File: config.mk
export PLATFORM = sky130hd
export DESIGN_NAME = gwsa_ctrl
export DESIGN_NICKNAME = d
export VERILOG_FILES = /design/src/rtl/gaussian_weighted_score_accumulator_defines.svh /design/src/rtl/gwsa_pkg.sv /design/src/rtl/gwsa_ctrl.sv
export SDC_FILE = /design/constraint.sdc
export NUM_CORES = 1
export LEC_CHECK = 0
export BUFFER_PORTS_ARGS = -buffer_cell sky130_fd_sc_hd__buf_4
export CAP_MARGIN = 20
export CORE_AREA = 4 4 41 43
export CTS_BUF_LIST = sky130_fd_sc_hd__clkbuf_16
export DETAILED_ROUTE_END_ITERATION = 7
export DIE_AREA = 0 0 45 47
export GPL_TIMING_DRIVEN = 0
export PLACE_DENSITY = 0.52
export SLEW_MARGIN = 20
export SYNTH_ARGS = -nofsm -noshare
export SYNTH_HDL_FRONTEND = slang
export SYNTH_SLANG_ARGS = --single-unit
File: constraint.sdc
create_clock -name clk -period 1.47 [get_ports clk]
set_input_delay 0.0735 -clock clk [delete_from_list [all_inputs] [get_ports clk]]
set_output_delay 0.0735 -clock clk [all_outputs]
set_load 0.03 [all_outputs]
File: src/rtl/gaussian_weighted_score_accumulator_defines.svh
// Assertion macros for the gaussian weighted score accumulator.
`ifndef GAUSSIAN_WEIGHTED_SCORE_ACCUMULATOR_DEFINES_SVH
`define GAUSSIAN_WEIGHTED_SCORE_ACCUMULATOR_DEFINES_SVH
`ifndef ASSERT_OFF
// Same-cycle implication, checked out of reset.
`define GWSA_ASSERT_IMP(label, clk, rst_n, ante, cons) \
  label: assert property (@(posedge clk) disable iff (!rst_n) (ante) |-> (cons)) \
    else $error("gwsa assertion failed");
// Next-cycle implication, checked out of reset.
`define GWSA_ASSERT_NXT(label, clk, rst_n, ante, cons) \
  label: assert property (@(posedge clk) disable iff (!rst_n) (ante) |=> (cons)) \
    else $error("gwsa assertion failed");
`else
`define GWSA_ASSERT_IMP(label, clk, rst_n, ante, cons)
`define GWSA_ASSERT_NXT(label, clk, rst_n, ante, cons)
`endif
`endif

File: src/rtl/gwsa_pkg.sv
// Shared types, constants and the exp table generator for the score accumulator.
package gwsa_pkg;

  typedef struct packed {
    logic               kind;
    logic [15:0]        point_index;
    logic signed [15:0] h_angle;
    logic signed [15:0] v_angle;
    logic [23:0]        distance;
    logic signed [31:0] signal_value;
  } gwsa_in_t;

  typedef struct packed {
    logic [15:0]        index_out;
    logic signed [47:0] contribution;
    logic signed [47:0] score;
    logic               inside_res;
    logic               zero_distance;
    logic               saturated;
  } gwsa_out_t;

  typedef struct packed {
    logic load;
    logic clr;
    logic mul1;
    logic mul2;
    logic sum;
    logic arg;
    logic tidx;
    logic rom;
    logic gmul;
    logic pmul;
    logic div_start;
    logic mem_rd;
    logic update;
  } gwsa_cmd_t;

  typedef struct packed {
    logic clr_done;
    logic contrib_en;
    logic div_done;
  } gwsa_sts_t;

  localparam logic          KIND_ACC  = 1'b0;
  localparam logic          KIND_READ = 1'b1;

  localparam logic [1:0]    CFG_INV_H_SPREAD    = 2'd0;
  localparam logic [1:0]    CFG_INV_V_SPREAD    = 2'd1;
  localparam logic [1:0]    CFG_EXP_COEFFICIENT = 2'd2;
  localparam logic [1:0]    CFG_PEAK_FACTOR     = 2'd3;

  localparam logic [15:0]   RST_INV_H_SPREAD    = 16'd5243;
  localparam logic [15:0]   RST_INV_V_SPREAD    = 16'd8738;
  localparam logic [15:0]   RST_EXP_COEFFICIENT = 16'd3200;
  localparam logic [23:0]   RST_PEAK_FACTOR     = 24'd712040;

  localparam logic signed [47:0] SCORE_MAX = {1'b0, {47{1'b1}}};
  localparam logic signed [47:0] SCORE_MIN = {1'b1, {47{1'b0}}};

  // divider: 40-bit dividend, 24-bit divisor, two quotient bits per cycle
  localparam int DIV_NW    = 40;
  localparam int DIV_DW    = 24;
  localparam int DIV_STEPS = DIV_NW / 2;

  localparam logic [63:0] LN2_Q32 = 64'd2977044472;
  localparam logic [63:0] ONE_Q32 = 64'd4294967296;

  function automatic logic [63:0] div_small(input logic [63:0] a, input int k);
    logic [63:0] q;
    unique case (k)
      1:  q = a;
      2:  q = a / 2;
      3:  q = a / 3;
      4:  q = a / 4;
      5:  q = a / 5;
      6:  q = a / 6;
      7:  q = a / 7;
      8:  q = a / 8;
      9:  q = a / 9;
      10: q = a / 10;
      11: q = a / 11;
      12: q = a / 12;
      13: q = a / 13;
      default: q = a;
    endcase
    return q;
  endfunction

  // exp(-t) for t in Q.32, result Q1.24; elaboration time only
  function automatic logic [24:0] exp_neg_q24(input logic [63:0] t);
    logic [63:0]        n;
    logic [63:0]        f;
    logic [63:0]        term;
    logic [63:0]        v;
    logic signed [64:0] acc;
    n    = t / LN2_Q32;
    f    = t - n * LN2_Q32;
    term = ONE_Q32;
    acc  = 65'(ONE_Q32);
    for (int k = 1; k <= 13; k++) begin
      term = div_small((term * f) >> 32, k);
      if ((k & 1) != 0) acc = acc - 65'(term);
      else              acc = acc + 65'(term);
    end
    if (acc < 0) acc = '0;
    if (n > 64'd40) return '0;
    v = 64'(acc) >> n;
    return 25'((v + 64'd128) >> 8);
  endfunction

endpackage

File: src/rtl/gwsa_ctrl.sv
// Controller FSM sequencing the accumulate and read operations.
module gwsa_ctrl (
  input  logic                 clk,
  input  logic                 rst_n,
  input  logic                 start,
  input  logic                 in_kind,
  output logic                 busy,
  output gwsa_pkg::gwsa_cmd_t  cmd,
  input  gwsa_pkg::gwsa_sts_t  sts
);
  import gwsa_pkg::*;

  typedef enum logic [3:0] {
    ST_CLEAR, ST_IDLE, ST_MUL1, ST_MUL2, ST_SUM, ST_ARG, ST_TIDX, ST_ROM,
    ST_GMUL, ST_PMUL, ST_DIVS, ST_DIVW, ST_MEMRD, ST_UPD
  } state_t;

  state_t state_r;

  always_ff @(posedge clk) begin
    if (!rst_n) begin
      state_r <= ST_CLEAR;
    end else begin
      unique case (state_r)
        ST_CLEAR: if (sts.clr_done) state_r <= ST_IDLE;
        ST_IDLE: begin
          if (start) state_r <= (in_kind == KIND_READ) ? ST_MEMRD : ST_MUL1;
        end
        ST_MUL1:  state_r <= ST_MUL2;
        ST_MUL2:  state_r <= ST_SUM;
        ST_SUM:   state_r <= ST_ARG;
        ST_ARG:   state_r <= ST_TIDX;
        ST_TIDX:  state_r <= ST_ROM;
        ST_ROM:   state_r <= ST_GMUL;
        ST_GMUL:  state_r <= ST_PMUL;
        ST_PMUL:  state_r <= sts.contrib_en ? ST_DIVS : ST_MEMRD;
        ST_DIVS:  state_r <= ST_DIVW;
        ST_DIVW:  if (sts.div_done) state_r <= ST_MEMRD;
        ST_MEMRD: state_r <= ST_UPD;
        ST_UPD:   state_r <= ST_IDLE;
        default:  state_r <= ST_IDLE;
      endcase
    end
  end

  always_comb begin
    cmd           = '0;
    cmd.load      = (state_r == ST_IDLE) && start;
    cmd.clr       = (state_r == ST_CLEAR);
    cmd.mul1      = (state_r == ST_MUL1);
    cmd.mul2      = (state_r == ST_MUL2);
    cmd.sum       = (state_r == ST_SUM);
    cmd.arg       = (state_r == ST_ARG);
    cmd.tidx      = (state_r == ST_TIDX);
    cmd.rom       = (state_r == ST_ROM);
    cmd.gmul      = (state_r == ST_GMUL);
    cmd.pmul      = (state_r == ST_PMUL);
    cmd.div_start = (state_r == ST_DIVS);
    cmd.mem_rd    = (state_r == ST_MEMRD);
    cmd.update    = (state_r == ST_UPD);
  end

  assign busy = (state_r != ST_IDLE);

endmodule

==> results.md, run 1 <==
- YS warnings: 0
- Worst VDD drop: 0.857 mV
- Final HPWL from detailed placement: 882 um
- Synth-to-Final Area Change: 73.1%
- Routability cong.: 0.776
- RSZ-0062 raised after global routing: no
- Most flops, register: state_r
- Overflow after GRT: 0
- Number of core rows: 13
- Synth Register Bits: 4
- CTS tree: yes
- Layout cell share with drive strength beyond 1: 41.3%
- Die area: 0.00212 mm2
- Crit path max fanout: 8
- Routed WL per cell: 12.1 um
- Die W: 45 um
- Fin crit period: 1.41 ns
- Biggest regs: state_r (4)
- Critical Path RT: 1.40 ns
- Longest Clk Path Bufs: 2
- Total clock sinks: 4
- Met3 usage: 2.30%
- Setup crit end kind: output port
- Grt met1 use: 14.7%
- Initial drt markers: 6
- Synth Area in Compound Gates: 29.6%
- Met2 GRT Util: 19.2%
- Worst slew pin tran: 0.332 ns
- Clock-pin slew on the worst setup and hold paths: 0.03 ns
- Xor and xnor fraction of the mapped netlist area: 0%
- Post-Synthesis Cells: 58
- Final slew viol count: 0
- # port buffers: 20
- Max cap viols: 0
- First-pass GRT wire length: 1880 um
- Initial antenna violation count: 0
- Io pins: 21
- Largest net degree at the start of global routing: 11
- Tcrit/Tclk final: 96.2%
- Layout Nets: 89
- Most used routing layer: met2
- Num CTS Buffers: 3
- Largest family of logic cells by synthesized area: simple AND/OR/NAND/NOR gates
- Arr. time, crit path: 1.34 ns
- Pleak: 0.282 nW
- Final-report setup violation count: 0
- N_diodes: 0
- Die Span Y: 47 um
- Post-route DRC: 0
- Mux contribution to synthesized area: 0%
- Post-Synth Simple-Gate Area: 40.7%
- H-tree levels: 1
- Worst Skew: 0.00214 ns
- Crit start category: flip-flop
- Core area: 0.00130 mm2
- Syn nets: 65
- Sequential area share after synthesis: 21.5%
- Run status: finished clean
- Library cells used by synthesis: 22
- Routed via count: 480
- Post-DRT Antenna Nets: 0
- Starting Density: 28.6%
- Max FFs per register: 4
- Vias per cell: 5.05
- Crit Path Class: flip-flop to output port
- Skew-Pair Late Insertion Delay: 0.23 ns
- HP Class: input pin to flip-flop
- Relative slew margins: 77.7%
- Post-CTS Setup Repair Bufs: 0
- Adder-cell area share of the yosys netlist: 0%
- Fin. Hold Viols: 0
- Power, Total: 0.667 mW
- DRT Wirelength: 1150 um
- GRT Total Usage: 12.7%
- PwrDens: 1040 mW/mm2
- Syn_area_per_cell: 6.41 um2
- CTS root buffer: clkbuf_16
- Worst hold slack: 0.0793 ns
- DR pass1 iterations: 3
- Mapped Area: 372 um2
- Vias in the first global route: 428
- Max Clock Freq: 707 MHz
- FILL cells: 137
## repair_timing
action                                  in CTS  in global routing
gates cloned                                 0                  0
hold buffers                                 0                  0
endpoints found under the setup margin       3                  8
hold endpoints to repair                     0                  0
gates resized for setup                      5                  6
## cell families (layout without fill, tap and decap cells)
logic type,Yosys count,count (layout)
AOI/OAI and AO/OA,15,15
DFF,4,4
buffers and inverters,7,29
and+or+nand+nor,32,32
## per-stage QoR
step	worst slack, ns	instance area [um2]	TNS (ns)	instances	utilization, %
after floorplan	0.0386	379	0	58	-
after global placement	-0.00682	548	-0.00682	93	42.1
after detailed placement	0.0326	548	0	93	42.1
after CTS	0.000548	636	0	96	48.8
after global routing	0.0172	643	0	95	49.4
final	0.0558	643	0	95	49.4
## synthesized netlist by cell type
master / instances / share of area [%]
nor3_1: 5 / 6.7
nand3_1: 1 / 1.3
or3_1: 1 / 1.7
a21boi_0: 1 / 2.0
inv_1: 3 / 3.0
o31a_1: 2 / 4.7
buf_2: 3 / 4.0
a31oi_1: 1 / 1.7
o21a_1: 1 / 2.0
nor2b_1: 2 / 3.4
dfxtp_1: 4 / 22
o211ai_1: 2 / 4.0
clkbuf_1: 1 / 1.0
nor3b_1: 1 / 2.0
or2_1: 1 / 1.7
o21ai_0: 2 / 2.7
a21oi_1: 3 / 4.0
o311a_1: 2 / 5.4
nand2_1: 5 / 5.1
a2111o_1: 1 / 3.0
nor2_1: 12 / 12
nand2b_1: 4 / 6.7
## cell type report
type	instances	area, um2	share of cell area, %
well taps	15	18.8	2.92
multi-input cells	47	287	44.6
flip-flops and latches	4	81.3	12.6
inverters	3	11.3	1.75
repair buffers	20	150	23.3
plain buffers	3	20.0	3.11
clock buffers	3	75.1	11.7
## metal layers
| metal | up-vias | part of all wire (%) |
|---|---|---|
| li1 | 248 | - |
| met1 | 211 | 43 |
| met2 | 18 | 45 |
| met3 | 3 | 8.5 |
| met4 | 0 | 2.4 |
| met5 | - | 0 |
## worst max-delay path, cell delays in order, from the launching register on
cell and delay (ns):
dfxtp_2 0.36, nand2b_4 0.18, or3_4 0.34, nor2_2 0.08, buf_4 0.16
## layout by cell type (no fill, tap or decap)
master	instances
buf_4	21
nor2_1	11
nand2_1	4
nor3_1	4
nand2b_1	3
inv_1	3
a21oi_1	3
clkbuf_16	3
dfxtp_1	3
o211ai_1	2
o311a_1	2
nor2b_1	2
o21ai_0	2
o31a_1	2
or2_4	1
buf_2	1
clkbuf_4	1
nand2b_4	1
nand2_2	1
or3_4	1
nor2_2	1
nor3_2	1
a2111o_1	1
a31oi_1	1
a21boi_1	1
nor3b_1	1
o21a_1	1
nand3_1	1
dfxtp_2	1
## path summary, 6_finish.rpt
| path | start | to | slack, ns | depth (start not counted) |
|---|---|---|---|---|
| setup / recovery | state_r[1] | cmd[12] | 0.06 | 4 |
| hold / removal | rst_n | state_r[3] | 0.08 | 2 |
| setup reg to reg | state_r[0] | state_r[3] | 0.07 | 5 |
| hold reg to reg | state_r[1] | state_r[2] | 0.66 | 2 |
## where the power goes
| group | switching, mW | leakage [nW] | internal (mW) | total (mW) |
|---|---|---|---|---|
| sequential | 0.00502 | 0.0330 | 0.113 | 0.118 |
| combinational | 0.0633 | 0.212 | 0.0566 | 0.120 |
| clock | 0.0807 | 0.0370 | 0.348 | 0.429 |
| total | 0.149 | 0.282 | 0.518 | 0.667 |
Power figures use the tool's default switching activity.
==> inputs of run 2 (changes only) <==
Clock period 1.47 ns to 1.4 ns, I/O delays scaled along.
==> results.md, run 2 (synthesized netlist as in run 1, its figures left out) <==
- Run status: finished clean (unchanged)
- Fin crit period: 1.38 ns
- Fin. Hold Viols: 0 (unchanged)
- Final slew viol count: 0 (unchanged)
- Initial antenna violation count: 0 (unchanged)
- Setup crit end kind: output port (unchanged)
- Most flops, register: state_r (unchanged)
- CTS root buffer: clkbuf_16 (unchanged)
- FILL cells: 147 (was 137)
- Worst VDD drop: 0.839 mV (was 0.857 mV)
- Max FFs per register: 4 (unchanged)
- Skew-Pair Late Insertion Delay: 0.22 ns (was 0.23 ns)
- Initial drt markers: 7 (was 6)
- Layout cell share with drive strength beyond 1: 48.1% (was 41.3%)
- Num CTS Buffers: 3 (unchanged)
- Post-route DRC: 0 (unchanged)
- Io pins: 21 (unchanged)
- Max incr delay on CP: 0.36 ns (about the same)
- Post-route cell area: 677 um2 (was 643 um2)
- HP Class: input pin to flip-flop (unchanged)
- Total clock sinks: 4 (unchanged)
- Cell Chain, Critical Path: nand2b_4 -> or3_4 -> nor2_4 -> buf_6 (was nand2b_4 -> or3_4 -> nor2_2 -> buf_4)
- Buf/Inv on CP: 1 (unchanged)
- Power, Total: 0.706 mW (was 0.667 mW)
- Worst slew pin tran: 0.416 ns (was 0.332 ns)
- Final HPWL from detailed placement: 914 um (was 882 um)
- Critical Path RT: 1.33 ns (was 1.40 ns)
- Max cap viols: 0 (unchanged)
- Die W: 45 um (unchanged)
- Routed via count: 499 (was 480)
- Max Clock Freq: 726 MHz
- N_diodes: 0 (unchanged)
- Die area: 0.00212 mm2 (unchanged)
- DRT Wirelength: 1260 um (was 1150 um)
- Critical path's slowest cell: dfxtp_4 (was dfxtp_2)
- Overflow after GRT: 0 (unchanged)
- Hold bufs inserted after CTS: 0 (unchanged)
- Pleak: 0.288 nW (was 0.282 nW)
- Post-place instance area: 551 um2 (was 548 um2)
- H-tree levels: 1 (unchanged)
- Synth-to-Final Area Change: 82.2% (was 73.1%)
- Commonest non-fill, non-tap cell in the layout: buf_4 (unchanged)
- Crit path max fanout: 8 (unchanged)
- Biggest regs: state_r (4) (unchanged)
- Crit Path Class: flip-flop to output port (unchanged)
- Worst Skew: 0.000104 ns (was 0.00214 ns)
- Die Span Y: 47 um (unchanged)
- Layout Nets: 90 (was 89)
- Worst hold slack: 0.0857 ns (was 0.0793 ns)
- # port buffers: 20 (unchanged)
- RSZ-0062 raised after global routing: yes (was no)
- PwrDens: 1040 mW/mm2 (about the same)
- CTS tree: yes (unchanged)
- Crit path max-delay family: simple AND/OR/NAND/NOR gates (unchanged)
- Final-report setup violation count: 0 (unchanged)
- Tcrit/Tclk final: 98.4%
- Vias in the first global route: 441 (was 428)
- Crit start category: flip-flop (unchanged)
- Core area: 0.00130 mm2 (unchanged)
- First-pass GRT wire length: 1940 um (was 1880 um)
- Commonest non-fill, non-tap cells in the layout: buf_4 (20), nor2_1 (9), nand2_1 (4), nor3_1 (4) (was buf_4 (21), nor2_1 (11), nand2_1 (4), nor3_1 (4))
- Arr. time, crit path: 1.31 ns (was 1.34 ns)
- Number of core rows: 13 (unchanged)
- Routed WL per cell: 13.2 um (was 12.1 um)
- Largest net degree at the start of global routing: 11 (unchanged)
- Setup_tns: 0 ns (unchanged)
- Longest Clk Path Bufs: 2 (unchanged)
- Vias per cell: 5.20 (was 5.05)
- Clock-pin slew on the worst setup and hold paths: 0.03 ns (about the same)
- DR pass1 iterations: 4 (was 3)
- Post-DRT Antenna Nets: 0 (unchanged)
- GRT Total Usage: 12.5% (was 12.7%)
- Relative slew margins: 72.0% (was 77.7%)
- Routability cong.: 0.764 (was 0.776)
- Starting Density: 28.6% (unchanged)
-- run 2: cell types whose count changed in the layout (fill, tap and decap cells not counted), moves of 2 or more --
cell     before  now
dfxtp_1       3    0
buf_6         0    2
dfxtp_2       1    3
nor2_1       11    9
-- run 2: layout make-up --
cell class / count / area, um2 / share of cell area (%)
multi-input cells: 47 / 297 / 43.8
inverters: 3 / 11.3 / 1.66
clock buffers: 3 / 75.1 / 11.1
repair buffers: 21 / 161 / 23.8
well taps: 15 / 18.8 / 2.77
flip-flops and latches: 4 / 87.6 / 12.9
plain buffers: 3 / 26.3 / 3.88
-- run 2: stage by stage --
| stage | utilization [%] | setup slack (ns) | instances |
|---|---|---|---|
| 6_report | 52.0 | 0.0218 | 96 |
| 5_1_grt | 52.0 | -0.00681 | 96 |
| 4_1_cts | 49.9 | -0.00646 | 95 |
| 3_5_place_dp | 42.3 | -0.0794 | 93 |
| 3_3_place_gp | 42.3 | -0.0974 | 93 |
| 2_1_floorplan | - | -0.0279 | 58 |
-- run 2: power by group --
| part | internal, mW | switching, mW | total [mW] | leakage, nW |
|---|---|---|---|---|
| clock | 0.365 | 0.0782 | 0.443 | 0.0370 |
| combinational | 0.0667 | 0.0720 | 0.139 | 0.216 |
| sequential | 0.118 | 0.00578 | 0.124 | 0.0346 |
-- run 2: timing repair --
item                       CTS  global route
cloned                       0             0
gates resized for setup     10            10
setup buffers                0             1
pin swaps                    0             0
setup endpoints to repair   10            10
-- run 2: path summary, 6_finish.rpt --
| path | startpoint | to | slack (ns) | depth (start not counted) |
|---|---|---|---|---|
| hold reg to reg | state_r[0] | state_r[2] | 0.66 | 3 |
| hold / removal | rst_n | state_r[3] | 0.09 | 2 |
| setup reg to reg | state_r[0] | state_r[3] | 0.04 | 5 |
| setup / recovery | state_r[1] | cmd[12] | 0.02 | 4 |
-- run 2: layer usage --
layer | global-route usage, % | wire length [um] | up-vias | part of all wire, %
met1 | 15.2 | 528 | 226 | 42
met5 | 0 | 0 | - | 0
met2 | 21.5 | 614 | 19 | 49
met4 | 7.02 | 16 | 0 | 1.3
li1 | - | - | 252 | -
met3 | 1.15 | 105 | 2 | 8.3
-- run 2: worst reg2reg max path, stage by stage (launching register included) --
cell	delay, ns
dfxtp_2	0.33
buf_6	0.14
a2111o_1	0.35
o311a_1	0.16
o31a_1	0.11
o21a_1	0.16
==> inputs of run 3 (changes only) <==
Settings changed: CORE_AREA 4 4 41 43 to 8 8 45 47, DIE_AREA 0 0 45 47 to 0 0 53 55, SLEW_MARGIN 20 to 40.
==> results.md, run 3 (synthesized netlist as in run 1, its figures left out) <==
- Run status: finished, violations left (was finished clean)
- Violated checks: negative setup slack
- Crit path max-delay family: simple AND/OR/NAND/NOR gates (unchanged)
- Skew-Pair Late Insertion Delay: 0.22 ns (about the same)
- Critical Path RT: 1.33 ns (about the same)
- Max FFs per register: 4 (unchanged)
- Internal Power: 0.565 mW (was 0.550 mW)
- Flop pwr share: 17.1% (was 17.6%)
- Synth-to-Final Area Change: 96.3% (was 82.2%)
- Setup crit end kind: output port (unchanged)
- Worst Skew: 0.0000870 ns (was 0.000104 ns)
- Initial antenna violation count: 0 (unchanged)
- Layout cell share with drive strength beyond 1: 51.1% (was 48.1%)
- Die Span Y: 55 um (was 47 um)
- Layout Nets: 97 (was 90)
- Cell Chain, Critical Path: nand2b_4 -> or3_4 -> nor2_4 -> buf_6 (unchanged)
- Total clock sinks: 4 (unchanged)
- Starting Density: 26.9% (was 28.6%)
- Routed via count: 522 (was 499)
- FILL cells: 139 (was 147)
- CTS tree: yes (unchanged)
- DR pass1 iterations: 4 (unchanged)
- Io pins: 21 (unchanged)
- Routed WL per cell: 12.8 um (was 13.2 um)
- Fin. Hold Viols: 0 (unchanged)
- Largest net degree at the start of global routing: 11 (unchanged)
- Fin crit period: 1.41 ns (was 1.38 ns)
- Clock-pin slew on the worst setup and hold paths: 0.03 ns (about the same)
- Final slew viol count: 0 (unchanged)
- Longest Clk Path Bufs: 2 (unchanged)
- Max cap viols: 0 (unchanged)
- FF/Latch Area: 86.3 um2 (was 87.6 um2)
- Worst slew pin tran: 0.400 ns (was 0.416 ns)
- Final HPWL from detailed placement: 942 um (was 914 um)
- Flop-to-flop setup slack: 0.05 ns (was 0.04 ns)
- Vias in the first global route: 480 (was 441)
- CTS root buffer: clkbuf_16 (unchanged)
- Number of core rows: 14 (was 13)
- Crit start category: flip-flop (unchanged)
- GRT Total Usage: 9.18% (was 12.5%)
- Power, Total: 0.719 mW (was 0.706 mW)
- Arr. time, crit path: 1.34 ns (was 1.31 ns)
- End point of the critical path: cmd[12] (unchanged)
- Critical path depth: 4 (unchanged)
- Commonest non-fill, non-tap cells in the layout: buf_4 (28), nor2_1 (10), nand2_1 (4) (was buf_4 (20), nor2_1 (9), nand2_1 (4), nor3_1 (4))
- Overflow after GRT: 0 (unchanged)
- First-pass GRT wire length: 2010 um (was 1940 um)
- Vias per cell: 5.02 (was 5.20)
- Logic pwr share: 22.0% (was 19.7%)
- Crit path max fanout: 3 (was 8)
- HP Class: input pin to flip-flop (unchanged)
- Post-route DRC: 0 (unchanged)
- Tcrit/Tclk final: 101% (was 98.4%)
- Sw power: 0.154 mW (was 0.156 mW)
- Relative slew margins: 73.1% (was 72.0%)
- Sw Share: 21.5% (was 22.1%)
- N_diodes: 0 (unchanged)
- R2R depth: 5 (unchanged)
- Pleak: 0.327 nW (was 0.288 nW)
- # port buffers: 20 (unchanged)
- Buf/Inv on CP: 1 (unchanged)
- Worst Setup SP: state_r[1] (unchanged)
- Final worst-path setup slack: -0.00967 ns (was 0.0218 ns)
- Max Clock Freq: 709 MHz (was 726 MHz)
- Max incr delay on CP: 0.41 ns (was 0.36 ns)
- PwrDens: 986 mW/mm2 (was 1040 mW/mm2)
- Worst VDD drop: 1.25 mV (was 0.839 mV)
- Biggest regs: state_r (4) (unchanged)
- R2R Path Start: state_r[0] (unchanged)
- Num CTS Buffers: 3 (unchanged)
- RSZ-0062 raised after global routing: yes (unchanged)
- Post-DRT Antenna Nets: 0 (unchanged)
- Post-Place Setup Slack: -0.0661 ns (was -0.0794 ns)
- Setup_tns: -0.00967 ns (was 0 ns)
- Critical path's slowest cell: or3_4 (was dfxtp_4)
- Clk pwr share: 60.9% (was 62.8%)
- H-tree levels: 1 (unchanged)
- Post-place instance area: 552 um2 (was 551 um2)
- Initial drt markers: 13 (was 7)
- Area of the multi-input gates: 299 um2 (was 297 um2)
- Die area: 0.00292 mm2 (was 0.00212 mm2)
- Post-route cell area: 729 um2 (was 677 um2)
- Final-report setup violation count: 1 (was 0)
- Commonest non-fill, non-tap cell in the layout: buf_4 (unchanged)
- Core area: 0.00138 mm2 (was 0.00130 mm2)
- Reg2reg end: state_r[3] (unchanged)
- Most flops, register: state_r (unchanged)
- Die W: 53 um (was 45 um)
- DRT Wirelength: 1330 um (was 1260 um)
- Crit Path Class: flip-flop to output port (unchanged)
- Routability cong.: 0.802 (was 0.764)
## run 3: timing repair
action                                  4_1_cts  5_1_grt
pin swaps                                     0        3
setup buffers                                 0        8
hold buffers                                  0        0
endpoints found under the setup margin        9        8
gates resized for setup                       8       10
## run 3: worst min-delay path by stage
| stage | start | to | slack (ns) | cells past startpoint |
|---|---|---|---|---|
| detailed placement | rst_n | state_r[3] | 0.31 | 2 |
| global placement | rst_n | state_r[3] | 0.31 | 2 |
| floorplan | rst_n | state_r[2] | 0.19 | 2 |
| finish | rst_n | state_r[3] | 0.08 | 2 |
| CTS | rst_n | state_r[3] | 0.08 | 2 |
| global route | rst_n | state_r[3] | 0.10 | 2 |
## run 3: through the flow
stage | hold WS [ns] | instances | util, %
2_1_floorplan | 0.186 | 58 | -
3_3_place_gp | 0.310 | 94 | 39.9
3_5_place_dp | 0.308 | 94 | 39.9
4_1_cts | 0.0797 | 96 | 46.7
5_1_grt | 0.101 | 104 | 52.7
6_report | 0.0817 | 104 | 52.7
## run 3: power by group through the flow
stage	clock (mW)	combinational, mW	sequential [mW]
after floorplan	0	0.0766	0.123
after global placement	0	0.119	0.124
after detailed placement	0	0.119	0.124
after CTS	0.446	0.126	0.125
after global routing	0.459	0.169	0.123
final	0.438	0.158	0.123
## run 3: final cells by class
class                      instances  share of cell area, %
multi-input combinational         47                   41.0
timing repair buffer              28                   29.3
sequential                         4                   11.8
clock buffer                       3                   10.3
buffer                             3                   3.26
tap                               16                   2.74
inverter                           3                   1.54
## run 3: worst reg2reg max path, delay by kind of cell (launching register included)
kind                   cells  cell delay [ns]
DFF                        1             0.33
AOI/OAI and AO/OA          4             0.79
buffers and inverters      1             0.13
## run 3: per-layer routing
layer  GRT usage [%]  up-vias  share of wire (%)
met2            12.1       18                 44
li1                -      268                  -
met1            11.1      232                 44
met3            2.94        4                 10
met4            9.48        0                2.2
met5               0        -                  0
